**src/rtl/bmft_ram.sv**
```systemverilog
`default_nettype none

module bmft_ram #(
  parameter int Width = 8,
  parameter int Depth = 2,
  localparam int AddrW = $clog2(Depth)
) (
  input  wire logic             clk_i,
  input  wire logic             we_i,
  input  wire logic [AddrW-1:0] waddr_i,
  input  wire logic [Width-1:0] wdata_i,
  input  wire logic [AddrW-1:0] raddr_i,
  output logic      [Width-1:0] rdata_o
);

  logic [Width-1:0] mem_q [Depth];
  logic [Width-1:0] rdata_q;

  // One write port and one registered read port.
  always_ff @(posedge clk_i) begin
    if (we_i) begin
      mem_q[waddr_i] <= wdata_i;
    end
    rdata_q <= mem_q[raddr_i];
  end

  assign rdata_o = rdata_q;

endmodule

`default_nettype wire

```
**config.mk**
```make
export PLATFORM = sky130hd
export DESIGN_NAME = bmft_ram
export DESIGN_NICKNAME = d
export VERILOG_FILES = /design/src/rtl/bmft_ram.sv
export SDC_FILE = /design/constraint.sdc
export NUM_CORES = 1
export LEC_CHECK = 0
export BUFFER_PORTS_ARGS = -buffer_cell sky130_fd_sc_hd__buf_2
export CAP_MARGIN = 25
export CORE_MARGIN = 3
export CORE_UTILIZATION = 47
export CTS_BUF_LIST = sky130_fd_sc_hd__clkbuf_2
export CTS_CLUSTER_SIZE = 14
export DETAILED_ROUTE_END_ITERATION = 16
export PLACE_DENSITY_LB_ADDON = 0.2
export SLEW_MARGIN = 25
export SYNTH_ARGS = -nofsm -noshare
export SYNTH_HDL_FRONTEND = slang
export SYNTH_SLANG_ARGS = --single-unit
```
**constraint.sdc**
```tcl
create_clock -name clk_i -period 0.9 [get_ports clk_i]
set_clock_uncertainty 0.05 [all_clocks]
set_input_delay 0.09 -clock clk_i [delete_from_list [all_inputs] [get_ports clk_i]]
set_output_delay 0.09 -clock clk_i [all_outputs]
set_load 0.03 [all_outputs]
```
==> results.py <==
metrics = {
    "critical_path": {
        "crit_chain": "buf_6",
        "critPathTopFamily": "flip-flops",
        "worst-r2r-cell-count": 1,
        "crit_path_start_kind": "register",
        "path_class": "register to output port",
        "startpoint": "rdata_o[7]",
        "endpoint_kind": "output port",
        "rr_endpoint": "rdata_o[7]",
        "endpoint": "rdata_o[7]",
        "r2r-start": "mem_q[0][7]",
        "path_max_fanout": 1,
        "reg2reg_slack_ps": 80,
        "crit_arrival_ps": 820,
        "crit_slowest_cell": "dfxtp_2",
        "cp_num_cells": 1,
        "critPathRequiredTime_ps": 760,
        "cp.buffers_inverters": 1,
        "cp_slowest_stage_delay_ps": 380,
    },
    "global_routing": {
        "use_met3_pct": 3.45,
        "grt_use_met2_pct": 24.1,
        "grt_use_total_pct": 12.5,
        "grt_first_pass_wirelength_mm": 1.82,
        "overflow": 0,
        "antenna_found_initial": 0,
        "use_met1_pct": 13.1,
        "grt_pass1_vias": 424,
        "grt_most_used_layer": "met2",
        "grt_max_degree": 14,
    },
    "pwr": {
        "pwr-share-clk_pct": 19.7,
        "p_comb_share_pct": 14.6,
        "powerDensity_mw_per_mm2": 1830,
        "p_leak_nw": 0.449,
        "swShare_pct": 22.7,
        "switching_power_uw": 449,
        "internal_power_mw": 1.53,
        "power_frac_seq_pct": 65.7,
        "vdd_drop_max_uv": 1070,
    },
    "layout": {
        "area_growth_pct": 37.6,
        "antennaDiodeCount": 0,
        "drive_gt1_share_pct": 62.3,
        "seq_area_um2": 651,
        "fin_nets": 82,
        "multi_input_area_um2": 135,
        "layout.cells.non_filler": 85,
        "design_area_mm2": 0.00108,
        "nFillCells": 111,
    },
    "synth": {
        "ys_seq_area_share_pct": 81.7,
        "yosysWarnings": 0,
        "synth.area.top_cells": "edfxtp_1 61%, dfxtp_1 20%, mux2_4 15%",
        "yosysTopAreaCell": "edfxtp_1",
        "syn_area_um2": 785,
        "ys_ff_latch": 24,
        "ys_top_cells_by_count": "16 x edfxtp_1, 8 x dfxtp_1, 8 x mux2_4",
        "syn-instance-count": 35,
        "ys_types": 6,
        "async_flop_share_pct": 0,
        "ys.flop_type": "edfxtp_1",
        "yosysMostFrequentCell": "edfxtp_1",
        "synthesis.nets": 47,
        "synth.avg_cell_area_um2": 22.4,
        "synth_edf_count": 16,
        "synth_top_area_share_pct": 61.2,
    },
    "die": {
        "die_w_um": 46.9,
        "dieArea_mm2": 0.00220,
        "core_area_mm2": 0.00154,
        "start_util_pct": 50.9,
        "ios": 20,
        "rows": 14,
        "die_h_um": 46.9,
    },
    "timing": {
        "worst_slack_ps": -60.3,
        "min_period_over_period_pct": 107,
        "max-slew-margin-rel_pct": 81.7,
        "fin_crit_ps": 960,
        "drv_slew": 0,
        "timing.fmax_mhz": 1040,
        "rsz0062_at_grt": "yes",
        "setup_violations": 8,
        "hold_viol_final": 0,
        "worst_pin_slew_ps": 274,
    },
    "run_status": {
        "violations": "negative setup slack",
        "outcome": "finished, violations left",
    },
    "clock_tree": {
        "clockRootBuffer": "clkbuf_2",
        "post_cts_buffers": 0,
        "cts_inserted_buffers": 3,
        "htree_levels": 1,
        "cts_tree": "done",
        "insertion_delay_ps": 310,
        "clkSinkCount": 24,
        "clockBufferDepth": 2,
        "clk_pin_slew_ps": 200,
    },
    "place": {
        "portBuffers": 19,
        "postPlaceCellArea_um2": 921,
        "dp.cells": 73,
        "finalWeightedCongestion": 0.613,
    },
    "job": {
        "max-cap-violations": 0,
    },
    "route": {
        "drc": 0,
        "drt_pass1_iterations": 4,
        "wl_per_cell_um": 13.8,
        "dr_total_vias": 414,
        "ant_nets": 0,
        "routed_wl_mm": 1.17,
        "drt-initial-drc-count": 10,
        "viasPerCell": 4.87,
    },
    "worst_hold_path": {
        "min_path_type": "input pin to register",
    },
}
-- power by group through the flow --
stage,clock network (mW),logic [mW],registers [mW]
after floorplan,0,0.0766,1.37
final,0.390,0.289,1.30
after global placement,0,0.218,1.30
after global routing,0.442,0.309,1.31
after CTS,0.403,0.291,1.30
after detailed placement,0,0.226,1.31
-- registers in the layout (all words and copies together), names as in the netlist --
name,flops
mem_q,16
rdata_o,8
-- how the worst min path moves through the flow --
stage	start	endpoint	slack, ps	cells past startpoint
after floorplan	wdata_i[0]	mem_q[0][0]	140	0
after global placement	wdata_i[3]	mem_q[0][3]	230	1
after detailed placement	wdata_i[6]	mem_q[1][6]	230	1
after CTS	waddr_i	mem_q[0][5]	120	3
after global routing	raddr_i	rdata_o[2]	110	2
final	waddr_i	mem_q[0][5]	140	3
-- routing by layer --
metal  up-vias  wire length, um
li1        196                -
met1       204              440
met2        14              674
met3         0               58
met4         0                0
met5         -                0
-- cells in the final DEF (no fill, tap or decap) --
cell            n
buf_6           8
buf_2          11
mux2_4          8
clkinv_1        1
dlygate4sd3_1   8
dfxtp_2         8
nor2b_2         1
and2_1          1
buf_4           4
clkbuf_2        3
edfxtp_1       16
-- logic make-up (layout without fill, tap and decap cells) --
group | count (synthesis) | count (layout) | synth area share [%]
buffers and inverters | 1 | 35 | 1.44
flip-flops | 24 | 24 | 81.7
multiplexers | 8 | 8 | 15.3
AND/OR/NAND/NOR | 2 | 2 | 1.60
-- final cells by class --
class | instances | area share, %
Clock inverter | 1 | 0.348
Tap cell | 16 | 1.85
Timing Repair Buffer | 31 | 23.6
Multi-Input combinational cell | 10 | 12.5
Sequential cell | 24 | 60.3
Clock buffer | 3 | 1.39
-- stage by stage --
| stage | hold slack, ps | util (%) | power [mW] | worst slack (ps) | setup TNS, ps |
|---|---|---|---|---|---|
| after floorplan | 139 | - | 1.45 | 137 | 0 |
| after global placement | 230 | 59.7 | 1.52 | 75.2 | 0 |
| after detailed placement | 232 | 59.7 | 1.53 | 47.1 | 0 |
| after CTS | 123 | 70.0 | 1.99 | -78.3 | -492 |
| after global routing | 111 | 70.0 | 2.06 | -119 | -816 |
| final | 136 | 70.0 | 1.98 | -60.3 | -366 |
-- repair_timing --
| action | 4_1_cts | 5_1_grt |
|---|---|---|
| cloned | 0 | 0 |
| endpoints found under the setup margin | 8 | 8 |
| hold buffers | 8 | 0 |
| resized for setup | 24 | 0 |
| hold endpoints to repair | 16 | 0 |
Note: power is estimated with default switching activity, not from simulation.
