File: config.mk
export PLATFORM = sky130hd
export DESIGN_NAME = bmft_cnt
export DESIGN_NICKNAME = d
export VERILOG_FILES = /design/src/rtl/bmft_pkg.sv /design/src/rtl/bmft_cnt.sv
export SDC_FILE = /design/constraint.sdc
export NUM_CORES = 1
export LEC_CHECK = 0
export ABC_AREA = 1
export BUFFER_PORTS_ARGS = -buffer_cell sky130_fd_sc_hd__buf_2
export CAP_MARGIN = 10
export CORE_MARGIN = 8
export CORE_UTILIZATION = 38
export CTS_CLUSTER_DIAMETER = 80
export DETAILED_ROUTE_END_ITERATION = 6
export PLACE_DENSITY_LB_ADDON = 0.12
export SLEW_MARGIN = 5
export SYNTH_ARGS = -nofsm -noshare
export SYNTH_HDL_FRONTEND = slang
export SYNTH_SLANG_ARGS = --single-unit
export TNS_END_PERCENT = 30
File: constraint.sdc
create_clock -name clk_i -period 2.34 [get_ports clk_i]
set_input_delay 0.234 -clock clk_i [delete_from_list [all_inputs] [get_ports clk_i]]
set_output_delay 0.234 -clock clk_i [all_outputs]
set_load 0.05 [all_outputs]
File: src/rtl/bmft_pkg.sv
`default_nettype none

package bmft_pkg;

  // Default geometry of the flash array.
  localparam int NUM_BLOCKS        = 64;
  localparam int SECTORS_PER_BLOCK = 32;
  localparam int DATA_BITS         = 32;

  // Fixed field widths of the command and result words.
  localparam int LSN_W  = 16;
  localparam int WORD_W = 32;
  localparam int CNT_W  = 32;
  // Wide enough for the largest per-cycle read increment (a whole block).
  localparam int INC_W  = 9;

  // Command codes.
  localparam logic [1:0] CMD_READ  = 2'd0;
  localparam logic [1:0] CMD_WRITE = 2'd1;
  localparam logic [1:0] CMD_COUNT = 2'd2;

  // Status codes.
  localparam logic [1:0] ST_OK     = 2'd0;
  localparam logic [1:0] ST_RANGE  = 2'd1;
  localparam logic [1:0] ST_NOFREE = 2'd2;

  // Per-cycle update request for the operation counters.
  typedef struct packed {
    logic             clr;
    logic [INC_W-1:0] rd_inc;
    logic             wr_inc;
    logic             er_inc;
  } bmft_cnt_t;

endpackage

`default_nettype wire

File: src/rtl/bmft_cnt.sv
`default_nettype none

module bmft_cnt (
  input  wire logic                      clk_i,
  input  wire logic                      rst_ni,
  input  wire bmft_pkg::bmft_cnt_t       ctl_i,
  output logic [bmft_pkg::CNT_W-1:0]     read_total_o,
  output logic [bmft_pkg::CNT_W-1:0]     write_total_o,
  output logic [bmft_pkg::CNT_W-1:0]     erase_total_o
);
  import bmft_pkg::*;

  logic [CNT_W-1:0] rd_q, rd_d, wr_q, wr_d, er_q, er_d;
  logic [CNT_W:0]   rd_sum, wr_sum, er_sum;

  // Saturating additions; a clear wins over any increment.
  assign rd_sum = {1'b0, rd_q} + (CNT_W + 1)'(ctl_i.rd_inc);
  assign wr_sum = {1'b0, wr_q} + (CNT_W + 1)'(ctl_i.wr_inc);
  assign er_sum = {1'b0, er_q} + (CNT_W + 1)'(ctl_i.er_inc);

  always_comb begin
    rd_d = rd_sum[CNT_W] ? '1 : rd_sum[CNT_W-1:0];
    wr_d = wr_sum[CNT_W] ? '1 : wr_sum[CNT_W-1:0];
    er_d = er_sum[CNT_W] ? '1 : er_sum[CNT_W-1:0];
    if (ctl_i.clr) begin
      rd_d = '0;
      wr_d = '0;
      er_d = '0;
    end
  end

  always_ff @(posedge clk_i or negedge rst_ni) begin
    if (!rst_ni) begin
      rd_q <= '0;
      wr_q <= '0;
      er_q <= '0;
    end else begin
      rd_q <= rd_d;
      wr_q <= wr_d;
      er_q <= er_d;
    end
  end

  assign read_total_o  = rd_q;
  assign write_total_o = wr_q;
  assign erase_total_o = er_q;

endmodule

`default_nettype wire

==> results.toml, run 1 <==
[worst_setup_path]
critPathKind = "register to register"
worstPathRequired_ns = 2.63
rr_startpoint = "write_total_o[0]"
worst_setup_path_end_kind = "register"
path_max_fanout = 26
critPathArrivalTime_ns = 2.44
start_kind = "register"
startpoint = "write_total_o[0]"

[yosys]
netlist.area_leader.share_pct = 36.1
async_flop_share_pct = 100
yosysWarnings = 0
synth_common_cells = "nand2_1 (291), inv_1 (151), nor2_1 (111)"
synthTopCellsByArea = "dfrtp_1 (36%), nand2_1 (16%), inv_1 (8.5%)"
syn-cell-area_mm2 = 0.00665
synth_ff_type = "dfrtp_1"
synth_seq_cells = 96
synth-edff-count = 0
yosys.cell_count.top_type = "nand2_1"
ys_seq_area_share_pct = 36.1
ys_types = 37
synth_area_per_cell_um2 = 6.83
yosysTopAreaCell = "dfrtp_1"
synth_fp_nets = 1001
synthCells = 973

[clock_network]
cts_buffers = 9
clock_path_buffers = 2
htree_levels = 3
path_clk_slew_ns = 0.07
clock_sinks = 96
cts-root-buf = "clkbuf_16"
cts_tree = "yes"
insertion_delay_ns = 0.35
cts_setup_buffers = 0

[timing]
rsz0062_at_grt = "no"
fmax_mhz = 466
setup_violations = 0
fin_ws_ns = 0.194
tns_ns = 0
slew_violations = 0
skew_ns = 0.00752
period_minus_slack_ns = 2.15
hold_viol = 0
worst_slew_pin_slew_ns = 0.544
relSlewSlack_pct = 63.8
fin_crit_sh_pct = 91.7

[cells_and_area]
insertedDiodeCount = 0
fin_nets = 1116
drive_gt1_share_pct = 17.7
areaGrowthSynthToFinish_pct = 18.4
layoutNonFillerInstCount = 1318

[place]
port_buffers = 109
dp.cells = 1301
routabilityCongestion = 0.892
pre_cts_slack_ns = 0.106
dpl.hpwl_um = 15400

[routing]
dr_total_vias = 6415
avgRoutedWirePerCell_um = 14.9
first_pass_iters = 5
totalWireLength_um = 19600
route.antenna.remaining_nets = 0
drtIter0Drc = 419
post-route-drc-count = 0
post_drt_via_cell_ratio = 4.87

[global_route]
grt_max_degree = 39
grt.overflow.total = 0
grt_pass1_wl_um = 32300
grt_pass1_vias = 6218
grt_usage_pct = 18.2
antenna_found_initial = 0

[min_path]
hp-class = "primary input to register"
min_from = "ctl_i[0]"

[floorplan]
core_mm2 = 0.0172
die_area_mm2 = 0.0220
num_rows = 48
io_pins = 110
start_util_pct = 38.7
dieWidth_um = 148
die_h_um = 148

[pwr]
power_density_mw_per_mm2 = 607
ir_drop_mv = 0.388
p_leak_nw = 4.17

[run_status]
status = "finished clean"

[job]
drv_cap = 0
==> power by group <==
part	leakage, nW	total (mW)	switching (mW)	internal [mW]
Sequential	1.33	1.77	0.0424	1.72
Combinational	2.66	1.05	0.743	0.309
Clock	0.186	1.96	0.694	1.27
Total	4.17	4.78	1.48	3.30
==> routing by layer <==
layer | up-vias | global-route usage [%] | part of all wire [%]
met3 | 19 | 3.01 | 4.7
met4 | 0 | 5.92 | 1.5
met2 | 136 | 28.4 | 45
met1 | 2990 | 25.3 | 49
li1 | 3270 | - | -
met5 | - | 0 | 0
==> path summary, 6_finish.rpt <==
kind                                endpoint  slack (ns)  depth (start not counted)
hold reg to reg            erase_total_o[31]        0.59                          4
setup / recovery           write_total_o[16]        0.19                         10
hold / removal              erase_total_o[0]        0.22                          4
setup reg to reg           write_total_o[16]        0.19                         10
max in group asynchronous    read_total_o[3]        1.34                          3
min in group asynchronous   read_total_o[31]        0.40                          2
==> worst max-delay path: stages (launching register included) <==
cell,delay (ns)
dfrtp_1,0.36
ha_1,0.22
ha_1,0.24
nand2_2,0.10
nor2_4,0.17
nand2_2,0.11
nor2_2,0.21
nand2_4,0.27
inv_2,0.21
o21ai_0,0.10
inv_1,0.08
==> area by class of cell <==
type                       instances  area, µm²
sequential                        96       2400
timing repair buffer             120        646
multi-input combinational        706       3570
clock inverter                     7        166
inverter                         155        582
tap                              225        282
fill                            1825       9310
clock buffer                       9        225
==> sequential cells by signal, indices dropped and copies added, names as in the netlist <==
signal	cells
erase_total_o	32
read_total_o	32
write_total_o	32
==> repair_timing <==
action,in CTS,in global routing
hold endpoints to repair,35,0
endpoints found under the setup margin,0,4
gates resized for setup,0,1
hold buffers,1,0
==> metrics by stage <==
stage | hold WS, ns | cell area (µm²) | total power, mW | util (%)
after global routing | 0.251 | 7870 | 5.01 | 45.8
after floorplan | -0.0616 | 6650 | 2.56 | -
after CTS | 0.211 | 7860 | 4.83 | 45.8
after global placement | 0.257 | 7460 | 2.86 | 43.4
after detailed placement | 0.257 | 7460 | 2.85 | 43.4
final | 0.224 | 7870 | 4.78 | 45.8
==> layout by cell type (no fill, tap or decap), types with 2 or more instances in the layout <==
cell and n:
inv_2 4, nand2_1 291, bufinv_16 5, nor2_4 3
buf_2 108, nand4_1 16, xnor2_1 20, ha_1 13
inv_1 151, and2_1 2, nor2_1 111, nor3_2 5
nand2_4 2, nor2_2 10, a31oi_1 4, nand2_2 9
nor3_1 29, a21oi_1 27, o21ai_1 2, a21oi_2 9
nand3b_1 14, buf_4 10, or2_2 3, o21ai_0 9
nand3_1 87, dfrtp_1 96, clkbuf_16 9, xor2_1 20
nand3_2 11
==> cells by family after synthesis <==
logic type                 Yosys count  synth area share, %
xor gates and xnor gates            40                 5.27
AOI/OAI and AO/OA                   54                 4.76
adders and majority gates           14                 2.75
DFF                                 96                 36.1
and+or+nand+nor                    598                 40.7
buffers and inverters              171                 10.3
Power figures use the tool's default switching activity.
==> run 2: changes to the inputs <==
Settings changed: BUFFER_PORTS_ARGS -buffer_cell sky130_fd_sc_hd__buf_2 to default, CORE_UTILIZATION 38 to 60, DONT_BUFFER_PORTS from default to 1, PLACE_DENSITY_LB_ADDON 0.12 to 0.05.
==> run 2 against run 1 <==
  * The run now ends with hold timing left
  * Non-clock buffer count decreased by 21
  * Setup slack got worse by 0.043 ns
  * Count of clock-buffer cells in the layout grew 3
  * Global-route usage up 8.3 points
  * First-iteration DRC count up 80%
  * Combinational power is essentially flat
  * Clock power down 40%
  * Total power decreased by 16%
  * Wire length is 2.5% lower
  * Die area down 33%
  * Critical endpoint is now read_total_o[27]
  * Largest cell class unchanged
==> results.toml, run 2 (synthesized netlist as in run 1, its figures left out) <==
[global_route]
antenna_found_initial = 0
grt_pass1_wl_um = 31400
grt.overflow.total = 0
grt_max_degree = 97
grt_usage_pct = 26.6
grt_pass1_vias = 6423

[floorplan]
start_util_pct = 61.3
dieWidth_um = 121
io_pins = 110
die_h_um = 121
die_area_mm2 = 0.0147
num_rows = 38
core_mm2 = 0.0108

[worst_setup_path]
worstPathRequired_ns = 2.62
reg2reg_to = "read_total_o[27]"
rrSetupSlack_ns = 0.15
path_max_fanout = 5
worst_setup_path_end_kind = "register"
startpoint = "read_total_o[3]"
critPathKind = "register to register"
reg2regPathDepth = 12
rr_startpoint = "read_total_o[3]"
critPathArrivalTime_ns = 2.47
start_kind = "register"

[clock_network]
insertion_delay_ns = 0.38
cts-root-buf = "clkbuf_8"
cts_setup_buffers = 0
cts_tree = "yes"
path_clk_slew_ns = 0.10
cts_hold_buf = 1
htree_levels = 3
clock_sinks = 96
cts_buffers = 9
clock_path_buffers = 2

[cells_and_area]
final_common_cell = "nand2_1"
fill_cells = 974
drive_gt1_share_pct = 16.1
areaGrowthSynthToFinish_pct = 16.0
fin_nets = 1095
final_cell_mix = "nand2_1 (291), inv_1 (151), nor2_1 (111), buf_4 (97), dfrtp_1 (96)"
seq_area_mm2 = 0.00240
insertedDiodeCount = 0
layoutNonFillerInstCount = 1212
multi_input_area_mm2 = 0.00358

[run_status]
violations = "hold timing"
status = "finished, violations left"

[min_path]
hp-class = "primary input to asynchronous set/reset pin"

[routing]
post-route-drc-count = 0
totalWireLength_um = 19100
dr_total_vias = 6692
post_drt_via_cell_ratio = 5.52
drtIter0Drc = 755
first_pass_iters = 7
route.antenna.remaining_nets = 0
avgRoutedWirePerCell_um = 15.8

[place]
port_buffers = 0
dp.cells = 1195
routabilityCongestion = 1.01
dpl.hpwl_um = 14700

[job]
drv_cap = 0

[pwr]
p_leak_nw = 3.99
p_clk_share_pct = 29.5
p_seq_share_pct = 44.1
ir_drop_mv = 0.668
power_density_mw_per_mm2 = 520
p_sw_mw = 1.40
pwr-share-comb_pct = 26.4
switching_share_pct = 34.9
p_int_mw = 2.61

[timing]
period_minus_slack_ns = 2.19
rsz0062_at_grt = "no"
setup_violations = 0
relSlewSlack_pct = 58.2
hold_viol = 96
fin_crit_sh_pct = 93.6
worst_slew_pin_slew_ns = 0.627
fmax_mhz = 457
skew_ns = 0.0128
tns_ns = 0
slew_violations = 0
whs_ns = -0.457
-- run 2: what timing repair did --
item,CTS,global route
hold endpoints to repair,143,96
endpoints found under the setup margin,0,9
gates resized for setup,0,3
-- run 2: final cells by class --
type	count	area share (%)
flip-flops and latches	96	31.2
inverters	155	7.55
repair buffers	99	9.96
clock inverters	4	0.681
clock buffers	12	2.01
well taps	140	2.27
multi-input cells	706	46.4
-- run 2: power by group through the flow --
stage | combinational (mW) | sequential (mW) | clock, mW
detailed placement | 1.01 | 1.80 | 0
CTS | 1.04 | 1.77 | 1.20
floorplan | 0.530 | 2.03 | 0
finish | 1.06 | 1.77 | 1.18
global route | 1.14 | 1.78 | 1.26
global placement | 0.994 | 1.80 | 0
-- run 2: per-stage QoR --
stage / utilization, % / area (µm²) / power [mW] / worst slack [ns]
after floorplan: - / 6650 / 2.56 / 0.0707
after global placement: 68.9 / 7460 / 2.79 / 0.160
after detailed placement: 68.9 / 7460 / 2.82 / 0.0860
after CTS: 71.0 / 7690 / 4.01 / 0.0614
after global routing: 71.1 / 7710 / 4.18 / 0.0122
final: 71.1 / 7710 / 4.01 / 0.151
-- run 2: critical path, stage by stage, from the launching register on --
cell and delay, ns:
dfrtp_1 0.39, ha_1 0.38, nand2_1 0.10, nor2_1 0.24
nand3_1 0.13, nand2_1 0.24, nand2_1 0.12, nand2_1 0.19
nand2_1 0.08, nand2_1 0.07, nand3_2 0.05, nand2_1 0.05
inv_1 0.04
-- run 2: routing by layer --
| metal | track usage (%) | share of wire [%] | up-vias |
|---|---|---|---|
| li1 | - | - | 3233 |
| met1 | 35.5 | 43 | 3086 |
| met2 | 40.3 | 44 | 335 |
| met3 | 7.21 | 11 | 38 |
| met4 | 10.0 | 2.1 | 0 |
| met5 | 0 | 0 | - |
-- run 2: worst max path at each step --
stage / to / slack (ns) / depth (start not counted)
after floorplan: read_total_o[27] / 0.07 / 13
after global placement: read_total_o[21] / 0.16 / 12
after CTS: read_total_o[21] / 0.06 / 12
after global routing: read_total_o[27] / 0.01 / 12
after detailed placement: read_total_o[22] / 0.09 / 12
final: read_total_o[27] / 0.15 / 12
==> run 3: changes to the inputs <==
Settings changed: ABC_AREA 1 to default.
==> run 3 against run 2 <==
  * Synthesized area decreased by 24%
  * Flip-flop and latch count did not move
  * First-iteration DRC count down 71%
  * Cell count shrank 40%
  * Sequential share of layout area grew 7.6 points
  * Cell area down 19%
  * Non-clock buffer count grew 10
  * Total power grew 1.5%
  * Critical path depth is 3 lower
  * Core utilization grew 4.6 points
  * Clock skew down 0.0022 ns
  * The flow still finishes with violations (hold timing)
  * Global-route usage is 4.3 points lower
==> results.toml, run 3 <==
[yosys]
synth.area.mux_share_pct = 0.395
synth-edff-count = 0
synthCells = 521
synth_fp_nets = 549
ys_types = 50
synth-xor-area-share_pct = 11.8
synth_fa_ha_area_share_pct = 3.60
ys_seq_area_share_pct = 47.4
synth_area_per_cell_um2 = 9.73
synthSimpleGateAreaFrac_pct = 19.3
syn-cell-area_mm2 = 0.00507
synth_compound_area_share_pct = 14.3
netlist.area_leader.share_pct = 47.4
synth_ff_type = "dfrtp_1"
synth_seq_cells = 96
synth_top_family_by_area = "simple AND/OR/NAND/NOR gates"
synthTopCellsByArea = "dfrtp_1 (47%), a21oi_1 (9.6%), xor2_1 (6.2%)"
yosys.cell_count.top_type = "a21oi_1"
yosysWarnings = 0
yosysTopAreaCell = "dfrtp_1"
async_flop_share_pct = 100
synth_common_cells = "a21oi_1 (97), dfrtp_1 (96), nand2_1 (38)"

[routing]
avgRoutedWirePerCell_um = 17.8
route.antenna.remaining_nets = 0
totalWireLength_um = 12900
first_pass_iters = 4
post-route-drc-count = 0
dr_total_vias = 4268
drtIter0Drc = 221
post_drt_via_cell_ratio = 5.87

[timing]
relSlewSlack_pct = 73.9
hold_viol = 118
fin_crit_sh_pct = 96.5
setup_violations = 0
whs_ns = -0.433
rsz0062_at_grt = "yes"
fmax_mhz = 443
skew_ns = 0.0106
period_minus_slack_ns = 2.26
worst_slew_pin_slew_ns = 0.387
slew_violations = 0

[floorplan]
start_util_pct = 61.7
io_pins = 110
die_area_mm2 = 0.0116
core_mm2 = 0.00822
num_rows = 33
dieWidth_um = 108
die_h_um = 108

[clock_network]
htree_levels = 3
cts_buffers = 9
path_clk_slew_ns = 0.09
cts-root-buf = "clkbuf_8"
clock_path_buffers = 2
clock_sinks = 96
cts_tree = "yes"
insertion_delay_ns = 0.35

[cells_and_area]
fin_nets = 645
multi_input_area_mm2 = 0.00255
final_common_cell = "buf_4"
areaGrowthSynthToFinish_pct = 22.8
final_cell_mix = "buf_4 (107), a21oi_1 (97), dfrtp_1 (91), nand2_1 (38), xor2_1 (36)"
fill_cells = 622
seq_area_mm2 = 0.00241
final_cell_area_mm2 = 0.00622
insertedDiodeCount = 0
layoutNonFillerInstCount = 727
drive_gt1_share_pct = 23.3

[global_route]
grt_pass1_wl_um = 21200
grt_max_degree = 97
grt.overflow.total = 0
grt_usage_pct = 22.3
use_met3_pct = 6.23
grt_pass1_vias = 4363
use_met1_pct = 27.4
antenna_found_initial = 0
grt.met2_usage_pct = 36.8
top_usage_layer = "met2"

[worst_setup_path]
critPathKind = "register to register"
crit_chain = "ha_4 > fa_2 > a21o_1 > a221oi_4 > o21a_1 > buf_6 > nor4b_1 > xnor2_1 > a21oi_1"
max_stage_delay_ns = 0.44
rr_startpoint = "read_total_o[0]"
reg2reg_to = "read_total_o[22]"
reg2regPathDepth = 9
crit_buf_inv = 1
worst_setup_path_end_kind = "register"
path_max_fanout = 3
start_kind = "register"
critPathArrivalTime_ns = 2.48
rrSetupSlack_ns = 0.08
critical_path.top_delay_family = "compound AO/OA/AOI/OAI gates"
worstPathRequired_ns = 2.56
cp_slowest_cell = "dfrtp_2"

[job]
drv_cap = 0

[run_status]
violations = "hold timing"
status = "finished, violations left"

[place]
dpl.hpwl_um = 9100
port_buffers = 0
place_area_mm2 = 0.00593
routabilityCongestion = 0.846
dp.cells = 710

[pwr]
power_density_mw_per_mm2 = 653
p_leak_nw = 2.84
fin_total_pwr_mw = 4.07
ir_drop_mv = 0.407

[min_path]
hp-class = "primary input to asynchronous set/reset pin"
-- run 3: cell types whose count changed after synthesis, moves of 16 or more --
cell / delta
nor2_1: -85
a21oi_1: +70
nand2_1: -253
xor2_1: +16
inv_1: -140
and3_1: +20
nand3_1: -61
-- run 3: kinds of logic after synthesis --
logic type      Yosys count
compound gates          130
mux                       2
xor+xnor                 68
simple gates            176
flops                    96
fa+ha+maj                14
buf+inv                  35
-- run 3: cell type report --
| cell class | instances | share of cell area (%) |
|---|---|---|
| well taps | 105 | 2.11 |
| flip-flops and latches | 96 | 38.7 |
| clock buffers | 12 | 2.49 |
| repair buffers | 109 | 13.4 |
| inverters | 11 | 0.664 |
| clock inverters | 4 | 1.59 |
| multi-input cells | 390 | 41.0 |
-- run 3: how the worst max path moves through the flow --
stage	start	endpoint	slack (ns)	depth (start not counted)
5_1_grt	read_total_o[0]	read_total_o[20]	-0.03	9
3_5_place_dp	read_total_o[0]	read_total_o[3]	-0.01	8
3_3_place_gp	read_total_o[0]	read_total_o[31]	0.05	8
4_1_cts	read_total_o[0]	read_total_o[22]	0.007	9
2_1_floorplan	erase_total_o[0]	erase_total_o[22]	-0.0002	9
6_report	read_total_o[0]	read_total_o[22]	0.08	9
-- run 3: per-layer routing --
metal | wire length, µm | share of wire, %
met1 | 5420 | 42
met2 | 6330 | 49
met3 | 925 | 7.2
met4 | 261 | 2.0
met5 | 0 | 0
-- run 3: what timing repair did --
action,CTS,global route
pin swaps,1,5
resized for setup,2,3
buffers inserted,0,1
endpoints found under the hold margin,190,190
setup endpoints to repair,12,18
-- run 3: power by group --
group	internal (mW)	leakage (nW)	switching, mW
registers	1.73	1.32	0.0389
clock network	0.774	0.127	0.575
logic	0.351	1.39	0.601
total	2.85	2.84	1.21
-- run 3: per-stage QoR --
stage	setup WS, ns	TNS [ns]	hold slack, ns	utilization [%]
floorplan	-0.000184	-0.00180	-0.0616	-
global placement	0.0489	0	-0.0589	72.2
detailed placement	-0.0142	-0.0284	-0.0587	72.2
CTS	0.00717	0	-0.445	75.4
global route	-0.0344	-0.0624	-0.452	75.7
finish	0.0810	0	-0.433	75.7
